**config.mk**
```make
export PLATFORM = sky130hd
export DESIGN_NAME = kf_ram
export DESIGN_NICKNAME = d
export VERILOG_FILES = /design/src/assert_macros.svh /design/src/kf_ram.sv
export SDC_FILE = /design/constraint.sdc
export NUM_CORES = 2
export LEC_CHECK = 0
export CORE_ASPECT_RATIO = 0.8
export CORE_MARGIN = 5
export CORE_UTILIZATION = 53
export CTS_CLUSTER_DIAMETER = 100
export DETAILED_ROUTE_END_ITERATION = 7
export DONT_BUFFER_PORTS = 1
export GPL_TIMING_DRIVEN = 1
export MAX_ROUTING_LAYER = met4
export PLACE_DENSITY_LB_ADDON = 0.2
export SKIP_CTS_REPAIR_TIMING = 1
export SLEW_MARGIN = 40
export SYNTH_ARGS = -nofsm -noshare
export SYNTH_HDL_FRONTEND = slang
export SYNTH_SLANG_ARGS = --single-unit
```
**constraint.sdc**
```tcl
create_clock -name clk_i -period 5.3 [get_ports clk_i]
set_input_delay 1.06 -clock clk_i [delete_from_list [all_inputs] [get_ports clk_i]]
set_output_delay 1.06 -clock clk_i [all_outputs]
set_load 0.005 [all_outputs]
```
**src/assert_macros.svh**
```systemverilog
// Assertion macros used by the top level of the Kalman tracker.
// No dependencies; each macro expects clk_i and rst_ni in scope.
`ifndef ASSERT_MACROS_SVH
`define ASSERT_MACROS_SVH

// Same-cycle implication, inactive during reset.
`define KF_ASSERT_IMP(lbl, ante, cons, msg) \
  lbl: assert property (@(posedge clk_i) disable iff (!rst_ni) (ante) |-> (cons)) else $error(msg);

// Next-cycle implication, inactive during reset.
`define KF_ASSERT_NXT(lbl, ante, cons, msg) \
  lbl: assert property (@(posedge clk_i) disable iff (!rst_ni) (ante) |=> (cons)) else $error(msg);

`endif

```
**src/kf_ram.sv**
```systemverilog
// Generic single-port-write, single-port-read RAM with registered read data.
// No dependencies.
module kf_ram #(
  parameter int unsigned DW    = 32,
  parameter int unsigned DEPTH = 64
) (
  input  logic                     clk_i,
  input  logic                     we_i,
  input  logic [$clog2(DEPTH)-1:0] waddr_i,
  input  logic [DW-1:0]            wdata_i,
  input  logic [$clog2(DEPTH)-1:0] raddr_i,
  output logic [DW-1:0]            rdata_o
);
  logic [DW-1:0] mem [DEPTH];

  always_ff @(posedge clk_i) begin
    if (we_i) begin
      mem[waddr_i] <= wdata_i;
    end
    rdata_o <= mem[raddr_i];
  end
endmodule

```
Word level (Yosys, flattened, before mapping)
Memory sizes are Yosys's and may differ from the RTL's. A register that Yosys moved wholly into a read port is not among the register bits. Index checks and enable logic that the tools add are counted.

Memories kept: 1. Bits in registers: 0. Bits of input ports: 46. Memory bits (writable): 2048. Output and inout bits: 32. Word-level logic and storage cells: 3.

Mux-type cells: 2.

Memory list: mem (words 64, bits a word 32, read ports 1, clocked after memory_dff 1, wr ports 1, line kf_ram.sv:14) `logic [DW-1:0] mem [DEPTH];`.

Operators by type and width (number): 1-bit 2-to-1 mux (2).

Depth between registers and ports, before layout
Depth in word-level cells: 2. Gate-level depth with buffers: 10.

Least setup slack after synthesis
OpenSTA, ideal clock, no wires.

Kind: in2reg. From: input port waddr_i[3]. To: memory mem[48][0] (enable). Setup slack: 1.080 ns. Buffers on the path: 1. Arrival: 3.759 ns. Stages: 4. Path through: clkbuf_1 > nor2b_1 > nand4b_1 > nor3_1.

RTL lines: from (decl) (line kf_ram.sv:9) `input logic [$clog2(DEPTH)-1:0] waddr_i,`; to (decl) (line kf_ram.sv:14).

No word-level cell before the write port.

==> results_dict.tcl <==
set metrics [dict create \
    hold_path_class "input port to flop" \
    ys_types 34 \
    status "completed" \
    nets 3488 \
    hold_path_startpoint "wdata_i[23]" \
    rsz0062_at_grt "false" \
    layout_commonest_cell "edfxtp_1" \
    worstRegToRegCells 5 \
    grt_max_degree 514 \
    std_cell_rows 126 \
    most-common-layout-cells "2048 x edfxtp_1, 544 x mux4_2, 197 x clkbuf_16" \
    grt_pass1_wl_um 283000 \
    route.detailed.drc 0 \
    critical_path.max_fanout 104 \
    syn_nets 3370 \
    core_um2 147000 \
    portBuffers 0 \
    drive_gt1_share_pct 27.5 \
    cts_max_path_buffers 3 \
    finalClockSkew_ns 0.0345 \
    worstMarginPinSlew_ns 1.12 \
    yosysSeqAreaShare_pct 79.1 \
    wl_um 199000 \
    synth_cells 3324 \
    fillers 10000 \
    r2r_end "rdata_o[31]$_DFF_P_" \
    grt_usage_pct 26.6 \
    period_needed_ns 3.55 \
    crit_type "input port to flop" \
    hold_depth 0 \
    io_pins 78 \
    cts_tree "built" \
    arrival_ns 4.24 \
    clock_sinks 2080 \
    drt_pass1_iterations 6 \
    crit_required_ns 5.99 \
    yosys.area.top_type_share_pct 78.3 \
    cts_buffers 190 \
    maxCapViolCount 0 \
    antenna_left 0 \
    hpwlAfterDp_um 116000 \
    htreeDepth 4 \
    syn_area_um2 78500 \
    vias 36700 \
    finalCritPeriodShare_pct 67.1 \
    setup_viol 0 \
    synth_area_leaders "edfxtp_1 78%, mux4_2 16%, mux2i_1 1.2%" \
    holdPathEnd "mem[11][23]$_DFFE_PP_" \
    die_area_um2 156000 \
    setup_tns_ns 0 \
    startpoint "raddr_i[0]" \
    p_leak_nw 27.0 \
    wl_per_cell_um 35.7 \
    startpoint_type "input port" \
    relSlewSlack_pct 25.4 \
    crit_path_end_kind "flop" \
    multi_input_area_um2 16000 \
    clock_latency_ns 0.83 \
    final-instance-count-excl-fill 5585 \
    antenna_found_initial 8 \
    gp_congestion 0.843 \
    fmax_mhz 281 \
    ys_ff_latch 2080 \
    slew_viol_final 0 \
    async_flop_share_pct 0 \
    synth_flop_cell "edfxtp_1" \
    grt-ovfl-total 0 \
    path_clk_slew_ns 0.07 \
    finalHoldViolCount 0 \
    ff_latch_area_um2 62100 \
    cts-root-buf "clkbuf_16" \
    die_width_um 440 \
    synth-edff-count 2048 \
    peakVddDrop_uv 305 \
    drt_iter0_drc 5296 \
    yosys_warnings 0 \
    synth.largest_area_cell "edfxtp_1" \
    initial_core_util_pct 53.3 \
    power_per_cell_area_nw_per_um2 373 \
    place_inst 5225 \
    areaGrowthSynthToFinish_pct 12.1 \
    syn_avg_cell_area_um2 23.6 \
    reg2reg_slack_ns 2.94 \
    via_per_inst 6.56 \
    worst_r2r_startpoint "mem[10][31]$_DFFE_PP_" \
    grt_pass1_vias 36500 \
    dieHeight_um 354 \
]
-- kinds of logic after synthesis --
| kind of cell | Yosys count | synth area share (%) |
|---|---|---|
| simple gates | 223 | 1.27 |
| flops | 2080 | 79.1 |
| buf+inv | 182 | 1.13 |
| mux | 637 | 16.8 |
| compound gates | 202 | 1.67 |
-- cell usage after synthesis, types with 8 or more instances --
cell,count
nor2b_1,15
clkbuf_1,74
buf_4,25
mux4_2,544
o221ai_1,27
nand2b_1,8
a22oi_1,12
buf_2,57
nor2_1,137
buf_1,21
a311oi_1,8
a21oi_1,62
o22ai_1,84
mux2i_1,93
dfxtp_1,32
nand2_1,26
edfxtp_1,2048
-- report_power, final --
part           switching (mW)  total [mW]  internal [mW]  leakage (nW)
combinational           0.621        1.18          0.557          5.43
sequential              0.138        18.3           18.2          18.7
clock                    5.85        13.3           7.49          2.92
total                    6.61        32.9           26.2          27.0
-- critical path, cell delays in order --
cell and delay (ns):
buf_16 0.36, buf_16 0.60, mux4_2 0.62, o22ai_1 0.32
nor2_1 0.17, a21oi_1 0.65, nor2_1 0.09
-- routing by layer --
metal	GRT usage, %	vias to the layer above	part of all wire, %
met5	-	-	0
met4	7.29	0	2.7
met3	5.72	301	11
met2	39.4	2076	47
met1	38.4	19800	39
li1	-	14500	-
-- registers in the layout, indices dropped and copies added (netlist names) --
| register | count |
|---|---|
| mem | 2048 |
| rdata_o | 32 |
-- final cells by class --
cell class,instances,share of cell area (%)
tap,1984,2.82
multi-input combinational,1062,18.2
clock buffer,250,5.88
timing repair buffer,108,1.55
antenna,2,0.00569
sequential,2080,70.6
clock inverter,99,0.932
-- worst max path at each step --
stage / to / slack [ns]
3_3_place_gp: mem[31][15]$_DFFE_PP_ / 1.54
3_5_place_dp: mem[0][15]$_DFFE_PP_ / 1.79
2_1_floorplan: mem[48][0]$_DFFE_PP_ / 1.08
6_report: rdata_o[27]$_DFF_P_ / 1.75
4_1_cts: rdata_o[15] / 2.63
5_1_grt: rdata_o[27]$_DFF_P_ / 1.53
-- metrics by stage --
step | setup WS (ns) | area (µm²) | power, mW | utilization, % | hold WS, ns
after floorplan | 1.08 | 78500 | 19.5 | - | 0.663
after global placement | 1.54 | 81100 | 19.7 | 55.0 | 0.773
after detailed placement | 1.79 | 81800 | 19.7 | 55.5 | 0.780
after CTS | 2.63 | 87800 | 32.9 | 59.6 | 0.278
after global routing | 1.53 | 88000 | 33.8 | 59.7 | 0.302
final | 1.75 | 88000 | 32.9 | 59.7 | 0.341
Power figures use the tool's default switching activity.
