$ cat config.mk
export PLATFORM = sky130hd
export DESIGN_NAME = kf_alu
export DESIGN_NICKNAME = d
export VERILOG_FILES = /design/src/assert_macros.svh /design/src/kf_pkg.sv /design/src/kf_alu.sv
export SDC_FILE = /design/constraint.sdc
export NUM_CORES = 2
export LEC_CHECK = 0
export BUFFER_PORTS_ARGS = -buffer_cell sky130_fd_sc_hd__buf_2
export CAP_MARGIN = 5
export CORE_MARGIN = 5
export CORE_UTILIZATION = 54
export DETAILED_ROUTE_END_ITERATION = 8
export HOLD_SLACK_MARGIN = 0.08
export PLACE_DENSITY_LB_ADDON = 0.1
export SLEW_MARGIN = 10
export SYNTH_ARGS = -nofsm -noshare
export SYNTH_HDL_FRONTEND = slang
export SYNTH_SLANG_ARGS = --single-unit
$ cat constraint.sdc
create_clock -name clk_i -period 12.69 [get_ports clk_i]
set_clock_uncertainty 0.1 [all_clocks]
set_input_delay 1.9035 -clock clk_i [delete_from_list [all_inputs] [get_ports clk_i]]
set_output_delay 1.9035 -clock clk_i [all_outputs]
set_load 0.05 [all_outputs]
$ cat src/assert_macros.svh
// Assertion macros used by the top level of the Kalman tracker.
// No dependencies; each macro expects clk_i and rst_ni in scope.
`ifndef ASSERT_MACROS_SVH
`define ASSERT_MACROS_SVH

// Same-cycle implication, inactive during reset.
`define KF_ASSERT_IMP(lbl, ante, cons, msg) \
  lbl: assert property (@(posedge clk_i) disable iff (!rst_ni) (ante) |-> (cons)) else $error(msg);

// Next-cycle implication, inactive during reset.
`define KF_ASSERT_NXT(lbl, ante, cons, msg) \
  lbl: assert property (@(posedge clk_i) disable iff (!rst_ni) (ante) |=> (cons)) else $error(msg);

`endif

$ cat src/kf_pkg.sv
// Types, memory map and microcode decode for the Kalman tracker.
// No dependencies; used by the interfaces, the ALU and the top level.
package kf_pkg;

  localparam int unsigned CFG_IDX_W  = 8;
  localparam int unsigned CFG_DATA_W = 17;
  localparam int unsigned MEM_DEPTH  = 64;
  localparam int unsigned NSTATE     = 20;

  localparam logic [CFG_IDX_W-1:0] CFG_MEAS_NOISE    = 8'd0;
  localparam logic [CFG_IDX_W-1:0] CFG_PROCESS_NOISE = 8'd1;
  localparam logic [CFG_IDX_W-1:0] CFG_ZERO_POS      = 8'd2;

  // Memory map (sources are 7 bits: bit 6 picks a non-memory operand)
  localparam logic [6:0] A_ST  = 7'd0;
  localparam logic [6:0] A_COV = 7'd4;
  localparam logic [6:0] A_Y0  = 7'd20;
  localparam logic [6:0] A_Y1  = 7'd21;
  localparam logic [6:0] A_S00 = 7'd22;
  localparam logic [6:0] A_S01 = 7'd23;
  localparam logic [6:0] A_S10 = 7'd24;
  localparam logic [6:0] A_S11 = 7'd25;
  localparam logic [6:0] A_T0  = 7'd26;
  localparam logic [6:0] A_T1  = 7'd27;
  localparam logic [6:0] A_DET = 7'd28;
  localparam logic [6:0] A_SI  = 7'd29;
  localparam logic [6:0] A_NT  = 7'd33;
  localparam logic [6:0] A_K   = 7'd34;
  localparam logic [6:0] A_XC  = 7'd42;
  localparam logic [6:0] A_PC  = 7'd46;
  localparam logic [6:0] A_AM  = 7'd20;  // reuses the correction scratch

  localparam logic [6:0] SRC_MX = 7'h40;
  localparam logic [6:0] SRC_MY = 7'h41;
  localparam logic [6:0] SRC_RN = 7'h42;
  localparam logic [6:0] SRC_QN = 7'h43;

  typedef enum logic [2:0] {
    OP_MOV, OP_ADD, OP_ADDZ, OP_SUB, OP_DET, OP_NEG, OP_MUL, OP_DIV
  } op_e;

  typedef enum logic [3:0] {
    PH_PRE, PH_INV, PH_GAIN, PH_XC, PH_PC, PH_CPX, PH_CPP, PH_PST, PH_AM, PH_COV
  } ph_e;

  typedef struct packed {
    logic       en;
    op_e        op;
    logic [6:0] src_a;
    logic [6:0] src_b;
    logic [5:0] dst;
  } instr_t;

  typedef struct packed {
    logic start;
    op_e  op;
    logic zp;
  } alu_req_t;

  function automatic logic [6:0] mat(logic [6:0] base, logic [1:0] r, logic [1:0] c);
    return base + 7'({r, c});
  endfunction

  function automatic logic [6:0] vec(logic [6:0] base, logic [1:0] i);
    return base + 7'(i);
  endfunction

  function automatic instr_t mk(logic en, op_e op, logic [6:0] sa, logic [6:0] sb,
                                logic [6:0] d);
    instr_t r;
    r.en    = en;
    r.op    = op;
    r.src_a = sa;
    r.src_b = sb;
    r.dst   = d[5:0];
    return r;
  endfunction

  function automatic logic [3:0] last_s(ph_e ph);
    case (ph)
      PH_PRE:  return 4'd8;
      PH_INV:  return 4'd5;
      PH_GAIN: return 4'd2;
      PH_XC,
      PH_PC,
      PH_PST:  return 4'd3;
      PH_AM,
      PH_COV:  return 4'd1;
      default: return 4'd0;
    endcase
  endfunction

  function automatic logic [1:0] last_a(ph_e ph);
    case (ph)
      PH_GAIN, PH_XC, PH_PC, PH_CPX, PH_CPP, PH_COV: return 2'd3;
      default: return 2'd0;
    endcase
  endfunction

  function automatic logic [1:0] last_b(ph_e ph);
    case (ph)
      PH_GAIN: return 2'd1;
      PH_PC, PH_CPP, PH_AM, PH_COV: return 2'd3;
      default: return 2'd0;
    endcase
  endfunction

  // One microcode step for (phase, row a, column b, step s).
  function automatic instr_t decode(ph_e ph, logic [1:0] a, logic [1:0] b,
                                    logic [3:0] s, logic sing);
    instr_t     ins;
    logic [6:0] lo;
    logic [6:0] hi;
    ins = mk(1'b0, OP_MOV, A_T0, A_T0, A_T0);
    lo  = a[1] ? mat(A_PC, a, b) : mat(A_AM, a, b);
    hi  = a[1] ? mat(A_PC, a, {1'b1, b[0]}) : mat(A_AM, a, {1'b1, b[0]});
    case (ph)
      PH_PRE: begin
        case (s)
          4'd0: ins = mk(1'b1, OP_SUB, SRC_MX, vec(A_ST, 2'd0), A_Y0);
          4'd1: ins = mk(1'b1, OP_SUB, SRC_MY, vec(A_ST, 2'd1), A_Y1);
          4'd2: ins = mk(1'b1, OP_ADD, mat(A_COV, 2'd0, 2'd0), SRC_RN, A_S00);
          4'd3: ins = mk(1'b1, OP_MOV, mat(A_COV, 2'd0, 2'd1), A_T0, A_S01);
          4'd4: ins = mk(1'b1, OP_MOV, mat(A_COV, 2'd1, 2'd0), A_T0, A_S10);
          4'd5: ins = mk(1'b1, OP_ADD, mat(A_COV, 2'd1, 2'd1), SRC_RN, A_S11);
          4'd6: ins = mk(1'b1, OP_MUL, A_S00, A_S11, A_T0);
          4'd7: ins = mk(1'b1, OP_MUL, A_S01, A_S10, A_T1);
          4'd8: ins = mk(1'b1, OP_DET, A_T0, A_T1, A_DET);
          default: ins = mk(1'b0, OP_MOV, A_T0, A_T0, A_T0);
        endcase
      end
      PH_INV: begin
        case (s)
          4'd0: ins = mk(!sing, OP_DIV, A_S11, A_DET, mat(A_SI, 2'd0, 2'd0) - 7'd0);
          4'd1: ins = mk(!sing, OP_NEG, A_S01, A_T0, A_NT);
          4'd2: ins = mk(!sing, OP_DIV, A_NT, A_DET, A_SI + 7'd1);
          4'd3: ins = mk(!sing, OP_NEG, A_S10, A_T0, A_NT);
          4'd4: ins = mk(!sing, OP_DIV, A_NT, A_DET, A_SI + 7'd2);
          4'd5: ins = mk(!sing, OP_DIV, A_S00, A_DET, A_SI + 7'd3);
          default: ins = mk(1'b0, OP_MOV, A_T0, A_T0, A_T0);
        endcase
      end
      PH_GAIN: begin
        case (s)
          4'd0: ins = mk(!sing, OP_MUL, mat(A_COV, a, 2'd0), A_SI + 7'({1'b0, b[0]}),
                         A_T0);
          4'd1: ins = mk(!sing, OP_MUL, mat(A_COV, a, 2'd1), A_SI + 7'({1'b1, b[0]}),
                         A_T1);
          default: ins = mk(!sing, OP_ADD, A_T0, A_T1, A_K + 7'({a, b[0]}));
        endcase
      end
      PH_XC: begin
        case (s)
          4'd0: ins = mk(!sing, OP_MUL, A_K + 7'({a, 1'b0}), A_Y0, A_T0);
          4'd1: ins = mk(!sing, OP_MUL, A_K + 7'({a, 1'b1}), A_Y1, A_T1);
          4'd2: ins = mk(!sing, OP_ADD, A_T0, A_T1, A_T0);
          default: ins = mk(!sing, OP_ADD, vec(A_ST, a), A_T0, vec(A_XC, a));
        endcase
      end
      PH_PC: begin
        case (s)
          4'd0: ins = mk(!sing, OP_MUL, A_K + 7'({a, 1'b0}), mat(A_COV, 2'd0, b), A_T0);
          4'd1: ins = mk(!sing, OP_MUL, A_K + 7'({a, 1'b1}), mat(A_COV, 2'd1, b), A_T1);
          4'd2: ins = mk(!sing, OP_ADD, A_T0, A_T1, A_T0);
          default: ins = mk(!sing, OP_SUB, mat(A_COV, a, b), A_T0, mat(A_PC, a, b));
        endcase
      end
      PH_CPX: ins = mk(sing, OP_MOV, vec(A_ST, a), A_T0, vec(A_XC, a));
      PH_CPP: ins = mk(sing, OP_MOV, mat(A_COV, a, b), A_T0, mat(A_PC, a, b));
      PH_PST: begin
        case (s)
          4'd0: ins = mk(1'b1, OP_ADDZ, vec(A_XC, 2'd0), vec(A_XC, 2'd2), vec(A_ST, 2'd0));
          4'd1: ins = mk(1'b1, OP_ADDZ, vec(A_XC, 2'd1), vec(A_XC, 2'd3), vec(A_ST, 2'd1));
          4'd2: ins = mk(1'b1, OP_MOV, vec(A_XC, 2'd2), A_T0, vec(A_ST, 2'd2));
          default: ins = mk(1'b1, OP_MOV, vec(A_XC, 2'd3), A_T0, vec(A_ST, 2'd3));
        endcase
      end
      PH_AM: begin
        if (s == 4'd0) begin
          ins = mk(1'b1, OP_ADDZ, mat(A_PC, 2'd0, b), mat(A_PC, 2'd2, b), mat(A_AM, 2'd0, b));
        end else begin
          ins = mk(1'b1, OP_ADDZ, mat(A_PC, 2'd1, b), mat(A_PC, 2'd3, b), mat(A_AM, 2'd1, b));
        end
      end
      PH_COV: begin
        if (s != 4'd0) begin
          ins = mk(a == b, OP_ADD, mat(A_COV, a, b), SRC_QN, mat(A_COV, a, b));
        end else if (!b[1]) begin
          ins = mk(1'b1, OP_ADDZ, lo, hi, mat(A_COV, a, b));
        end else begin
          ins = mk(1'b1, OP_MOV, lo, A_T0, mat(A_COV, a, b));
        end
      end
      default: ins = mk(1'b0, OP_MOV, A_T0, A_T0, A_T0);
    endcase
    return ins;
  endfunction

endpackage

$ cat src/kf_alu.sv
// Shared saturating fixed-point ALU: add/sub/neg, split multiply,
// bit-serial restoring divide. Depends on kf_pkg.
module kf_alu #(
  parameter int unsigned W = 32,
  parameter int unsigned F = 16
) (
  input  logic                  clk_i,
  input  logic                  rst_ni,
  input  kf_pkg::alu_req_t      req_i,
  input  logic signed [W-1:0]   a_i,
  input  logic signed [W-1:0]   b_i,
  output logic                  done_o,
  output logic signed [W-1:0]   res_o
);
  import kf_pkg::*;

  localparam int unsigned H  = (W + 1) / 2;
  localparam int unsigned QW = W + F;
  localparam int unsigned CW = $clog2(QW + 1);
  localparam logic signed [W-1:0] WMAX = {1'b0, {(W-1){1'b1}}};
  localparam logic signed [W-1:0] WMIN = {1'b1, {(W-1){1'b0}}};
  localparam logic [2*W-1:0] LIMP = {{(W+1){1'b0}}, {(W-1){1'b1}}};
  localparam logic [2*W-1:0] LIMN = LIMP + (2*W)'(1);

  typedef enum logic [2:0] {AS_IDLE, AS_MUL1, AS_MUL2, AS_MULF, AS_DIV, AS_DIVF} ast_e;

  function automatic logic signed [W-1:0] sat1(logic [W:0] s);
    if (s[W] != s[W-1]) return s[W] ? WMIN : WMAX;
    return s[W-1:0];
  endfunction

  function automatic logic signed [W-1:0] fromsign(logic neg, logic [2*W-1:0] m);
    logic [2*W-1:0] nm;
    nm = ~m + (2*W)'(1);
    if (neg) return (m > LIMN) ? WMIN : nm[W-1:0];
    return (m > LIMP) ? WMAX : m[W-1:0];
  endfunction

  ast_e           st_q;
  logic           neg_q;
  logic [W-1:0]   ua_q, ub_q;
  logic [2*W-1:0] prod_q;
  logic [QW-1:0]  dv_q, quo_q;
  logic [W-1:0]   rem_q;
  logic [CW-1:0]  cnt_q;
  logic signed [W-1:0] res_q;
  logic           done_q;

  logic [W-1:0]   ma, mb;
  logic [W:0]     sum_add, sum_sub, sum_neg;
  logic [H-1:0]   part;
  logic [W+H-1:0] mulp;
  logic [W:0]     r2, rsub;
  logic           ge;

  assign ma      = a_i[W-1] ? W'(~a_i + 1'b1) : W'(a_i);
  assign mb      = b_i[W-1] ? W'(~b_i + 1'b1) : W'(b_i);
  assign sum_add = {a_i[W-1], a_i} + {b_i[W-1], b_i};
  assign sum_sub = {a_i[W-1], a_i} - {b_i[W-1], b_i};
  assign sum_neg = (W+1)'(0) - {a_i[W-1], a_i};
  assign part    = (st_q == AS_MUL1) ? ub_q[H-1:0] : H'(ub_q[W-1:H]);
  assign mulp    = (W+H)'(ua_q) * (W+H)'(part);
  assign r2      = {rem_q, dv_q[QW-1]};
  assign rsub    = r2 - {1'b0, ub_q};
  assign ge      = r2 >= {1'b0, ub_q};

  always_ff @(posedge clk_i or negedge rst_ni) begin
    if (!rst_ni) begin
      st_q   <= AS_IDLE;
      done_q <= 1'b0;
      neg_q  <= 1'b0;
      ua_q   <= '0;
      ub_q   <= '0;
      prod_q <= '0;
      dv_q   <= '0;
      quo_q  <= '0;
      rem_q  <= '0;
      cnt_q  <= '0;
      res_q  <= '0;
    end else begin
      done_q <= 1'b0;
      case (st_q)
        AS_IDLE: begin
          if (req_i.start) begin
            neg_q  <= a_i[W-1] ^ b_i[W-1];
            ua_q   <= ma;
            ub_q   <= mb;
            done_q <= !(req_i.op == OP_MUL || req_i.op == OP_DIV);
            case (req_i.op)
              OP_MOV:  res_q <= a_i;
              OP_ADD:  res_q <= sat1(sum_add);
              OP_ADDZ: res_q <= req_i.zp ? b_i : sat1(sum_add);
              OP_SUB,
              OP_DET:  res_q <= sat1(sum_sub);
              OP_NEG:  res_q <= sat1(sum_neg);
              OP_MUL:  st_q  <= AS_MUL1;
              OP_DIV: begin
                dv_q  <= {ma, {F{1'b0}}};
                rem_q <= '0;
                cnt_q <= '0;
                st_q  <= AS_DIV;
              end
              default: res_q <= a_i;
            endcase
          end
        end
        AS_MUL1: begin
          prod_q <= (2*W)'(mulp);
          st_q   <= AS_MUL2;
        end
        AS_MUL2: begin
          prod_q <= prod_q + ((2*W)'(mulp) << H);
          st_q   <= AS_MULF;
        end
        AS_MULF: begin
          res_q  <= fromsign(neg_q, prod_q >> F);
          done_q <= 1'b1;
          st_q   <= AS_IDLE;
        end
        AS_DIV: begin
          rem_q <= ge ? rsub[W-1:0] : r2[W-1:0];
          quo_q <= {quo_q[QW-2:0], ge};
          dv_q  <= dv_q << 1;
          cnt_q <= cnt_q + 1'b1;
          if (cnt_q == CW'(QW - 1)) st_q <= AS_DIVF;
        end
        AS_DIVF: begin
          res_q  <= fromsign(neg_q, (2*W)'(quo_q));
          done_q <= 1'b1;
          st_q   <= AS_IDLE;
        end
        default: st_q <= AS_IDLE;
      endcase
    end
  end

  assign done_o = done_q;
  assign res_o  = res_q;
endmodule

; Word-level counts from Yosys, hierarchy flattened
; Index checks and enable logic that the tools add are counted.
; Widths: inputs -> output; s select.
[op_classes]
addsub = 10
bitwise_logic = 5
n_mux = 60
reduce_logical = 13
mul = 1
div_mod_pow = 0
n_shift = 0
eq_ne = 21
magnitude_cmp = 5
[op_table]
columns = op, n
row1 = $mux 32, 25
row2 = $pmux 32 s5, 1
row3 = $add 32x1->32 const B, 4
row4 = $not 32->32, 4
row5 = $pmux 64 s2, 1
row6 = $gt 48x31->1 const B, 2
row7 = $gt 48x32->1 const B, 2
row8 = $mux 48, 2
row9 = $pmux 32 s3, 1
row10 = $pmux 48 s2, 1
row11 = $add 64x64->64, 1
row12 = $pmux 32 s2, 1
row13 = $mul 32x16->48, 1
row14 = $add 32x32->33, 1
row15 = $ge 33x32->1, 1
row16 = $sub 1x32->33 const A, 1
row17 = $sub 32x32->33, 1
row18 = $sub 32x32->32, 1
row19 = $mux 1, 19
row20 = $eq 3x3->1 const B, 6
row21 = $mux 16, 1
row22 = $eq 3x2->1 const B, 4
row23 = $mux 6, 2
row24 = $pmux 3 s4, 1
row25 = 20 further kinds, 31
[word_totals]
rom_bits = 0
reg_bits = 299
ramBits = 0
memories = 0
input_bits = 71
word_cells = 126
latchBits = 0

; Logic depth before layout (Yosys ltp)
[logic_depth]
word_depth = 11
mapped_depth = 46

; Worst setup path before layout
; No wires, ideal clock.
[synth_path]
path_type = register -> register
start = reg st_q[1]
end = reg prod_q[56]
path_slack_ns = 3.038
n_path_buf = 4
period_less_slack_ns = 9.652
path_stages_with_launch = 43
t_arrival_ns = 9.421
cell_sequence = dfrtp_1 -> clkbuf_1 -> nor2_1 -> and2_1 -> clkbuf_1 -> clkbuf_1 -> nand2_1 -> o21ai_1 -> clkbuf_1 -> nand2_1 -> fa_1 -> inv_1 -> fa_1 -> inv_1 -> fa_1 -> inv_1 -> fa_1 -> fa_1 -> (+7 left out) -> o21bai_1 -> a21oi_1 -> o21bai_1 -> a21oi_1 -> o21bai_1 -> xor2_1 -> ha_1 -> a211oi_1 -> nand2_1 -> o31ai_1 -> o21ai_0 -> o311ai_1 -> a31o_2 -> o21a_1 -> o21bai_1 -> nand2_1 -> nor4_1 -> or3_1
[synth_between]
elab_chain_len = 5
[synth_lines]
columns = item, line_no
row1 = start: declaration, kf_alu.sv:39  ; ast_e st_q;
row2 = start signal: assignment, kf_alu.sv:69  ; st_q <= AS_IDLE;
row3 = start signal: assignment, kf_alu.sv:96  ; OP_MUL: st_q <= AS_MUL1;
row4 = start signal: assignment, kf_alu.sv:101  ; st_q <= AS_DIV;
row5 = $eq 3x1->1, "kf_alu.sv:61, kf_alu.sv:82"
row6 = $mux 16, kf_alu.sv:61  ; assign part = (st_q == AS_MUL1) ? ub_q[H-1:0] : H'(ub_q[W-1:H]);
row7 = $mul 32x16->48, kf_alu.sv:62  ; assign mulp = (W+H)'(ua_q) * (W+H)'(part);
row8 = $add 64x64->64, kf_alu.sv:112  ; prod_q <= prod_q + ((2*W)'(mulp) << H);
row9 = $pmux 64 s2, kf_alu.sv:82  ; case (st_q)
row10 = end signal: assignment, kf_alu.sv:108  ; prod_q <= (2*W)'(mulp);
row11 = end signal: assignment, kf_alu.sv:112
row12 = end: declaration, kf_alu.sv:42  ; logic [2*W-1:0] prod_q;
; Several ways; a longest one is shown, not always the timed one.
; A chain may end at the register's enable or synchronous reset.

; Worst setup path in the final report
[layout_path]
start = reg st_q[2]
end = reg prod_q[56]
; The elaborated chain is that of the path after synthesis.

==> key figures <==
Run status
  – Status: finished clean

STA
  – Final setup violation count: 0
  – RSZ-0062 raised after global routing: false
  – Final min period: 11.16 ns
  – Period utilisation layout: 88.0%
  – Final slew viol count: 0
  – Worst rel slew slack: between 20 and 25%
  – Slew @ Worst Pin: 1.13 ns
  – Fmax: between 80 and 90 MHz
  – Setup TNS: 0 ns
  – Fin. Hold Viols: 0

Setup path
  – Most frequent CP cell: fa_1
  – Critical path's slowest cell: and2_2
  – R2R Path End: prod_q[56]
  – Worst reg2reg startpoint: st_q[2]
  – WP data arrival: around 12 ns
  – Worst Setup Start Kind: flip-flop
  – Critical Path Fanout Max: 33
  – CP required: between 10 and 15 ns
  – Worst setup EP type: flip-flop
  – R2R cell count: 38
  – CP peak stage delay: around 0.75 ns
  – CP delay by family, top: compound AO/OA/AOI/OAI gates
  – Critical path class: reg -> reg
  – Sum of buffers and inverters on the critical path: 5
  – Worst reg2reg setup slack: 1.53 ns

Clock tree
  – CTS Sinks: 267
  – Clock Tree Buf Depth: 3
  – Htree depth: 2
  – Clk_lat worst skew: 0.57 ns
  – Clock transition at path regs: 0.06 ns
  – CTS Buf Count: 35
  – TritonCTS clock tree: done
  – Post-CTS Setup Bufs: 0
  – Root Driver: clkbuf_16
  – Hold-fix buffers, CTS: 0
  – Post-CTS sizing: 0

Floorplanning
  – Die height: 280 um
  – IO Count: 104
  – Die span in x: 280 um
  – Initial Util: 54.3%
  – Die ar.: a little under 80000 um2
  – Row count: 99
  – Core box area: ~73000 um2

Yosys
  – Synthesized area per cell: 7.99 um2
  – Unique cell type count in the Yosys netlist: between 80 and 90
  – Synth warnings: 0
  – Flops & latches, synth: 267
  – Post-Syn Area: 39400 um2
  – Register area share after synthesis: 17.0%
  – Post-synthesis async set-or-reset flop share: 100%
  – Syn Inst Count: 4929
  – Synth Flop Type: dfrtp_1
  – Post-synth EDFFs: 0
  – Net Count, Synth: 5691

Final layout
  – Nets: 5609
  – Most frequent cells in the layout: nand2_1, inv_1, fa_1, a21oi_1, o21ai_0
  – Fraction of layout cells with a size suffix above 1: roughly 5.9%
  – Final core occ: 57.6%
  – Syn-to-layout area delta: 6.10%
  – Design area: ~42000 um2
  – Commonest non-fill, non-tap cell in the layout: nand2_1
  – FILL cells: 6811

Placed design
  – Global placement routability congestion: 1.01
  – Post-DP HPWL: slightly above 100000 um
  – I/O Buffers: around 100
  – DP Area: a little over 40000 um2

Global routing
  – Initial antenna violation count: 9
  – GRT Total Usage: between 30% and 40%
  – Grt ovf: 0
  – Vias in the first global route: 34.9k
  – Largest net degree at the start of global routing: about 110
  – First-pass GRT wire length: ~210000 um

Drt
  – Vias/cell: 6.10
  – Post-route ant nets: 0
  – Total number of vias: approximately 36k
  – Total Wirelength: 132000 um
  – TritonRoute pass-1 iters: 7
  – WL/cell: 22.7 um
  – Initial drt markers: roughly 3.4k
  – DRC viols: 0

Min path
  – Hold depth: 2
  – Hold Startpoint: quo_q[47]
  – Min-delay worst type: reg -> reg
  – End of the worst hold path: quo_q[47]

Run
  – Max_cap viols: 0
==> state kept, by name (all words and copies together), names as in the netlist <==
register	flops
prod_q	48
quo_q	48
dv_q	32
rem_q	32
res_o	32
ua_q	32
ub_q	32
cnt_q	6
st_q	3
done_o	1
neg_q	1
==> cells in the mapped netlist (117+ instances only) <==
library cell,n,area (um2)
a21oi_1,310,1550
and2_1,195,1220
clkbuf_1,242,908
dfrtp_1,267,6680
fa_1,422,8450
ha_1,269,3370
inv_1,594,2230
nand2_1,785,2950
nor2_1,281,1050
o21ai_0,310,1550
xnor2_1,166,1450
xor2_1,117,1020
==> how the worst max path moves through the flow <==
stage / cells after the start / from / slack (ns) / end
floorplan: 42 / st_q[1] / 3.04 / prod_q[56]
global placement: 38 / st_q[2] / 1.87 / prod_q[56]
detailed placement: 38 / st_q[2] / 1.62 / prod_q[56]
CTS: 38 / st_q[2] / 1.59 / prod_q[56]
global route: 38 / st_q[2] / 0.89 / prod_q[60]
finish: 38 / st_q[2] / 1.53 / prod_q[56]
==> area by class of cell <==
type	instances	area, um2	share of cell area [%]
Sequential cell	267	6680	16.0
Tap cell	959	1200	2.87
Clock inverter	16	204	0.488
Inverter	595	2230	5.35
Clock buffer	48	965	2.31
Timing Repair Buffer	160	953	2.28
Multi-Input combinational cell	3788	29500	70.7
Antenna cell	9	22.5	0.0539
==> stage by stage <==
stage / std cells / setup slack [ns] / hold WS [ns]
5_1_grt: 5833 / 0.894 / 0.411
3_3_place_gp: 5769 / 1.87 / 0.367
6_report: 5842 / 1.53 / 0.383
3_5_place_dp: 5769 / 1.62 / 0.372
2_1_floorplan: 4929 / 3.04 / 0.347
4_1_cts: 5833 / 1.59 / 0.387
==> kinds of logic after synthesis <==
logic type	after synthesis	synth area share, %
buffers and inverters	874	8.38
and+or+nand+nor	1632	18.9
AOI/OAI and AO/OA	1142	18.4
xor gates and xnor gates	283	6.29
muxes	39	1.01
adders and majority gates	692	30.0
DFF	267	17.0
==> tightest hold or removal path, cell delays in order, from the launching register on <==
cell	delay (ns)
dfrtp_1	0.34
nand2_1	0.05
nand2_1	0.06
==> per-layer routing <==
metal,GRT usage [%],vias to the layer above,wire (um),part of all wire (%)
li1,-,16200,-,-
met1,47.2,17600,56400,43
met2,50.6,1494,57500,43
met3,4.50,336,10200,7.7
met4,16.9,2,8300,6.3
met5,0,-,13,0.0098
Power is left out: the tool's default activity adds up to more than one toggle a clock period on the data nets, which glitch-free logic cannot reach.
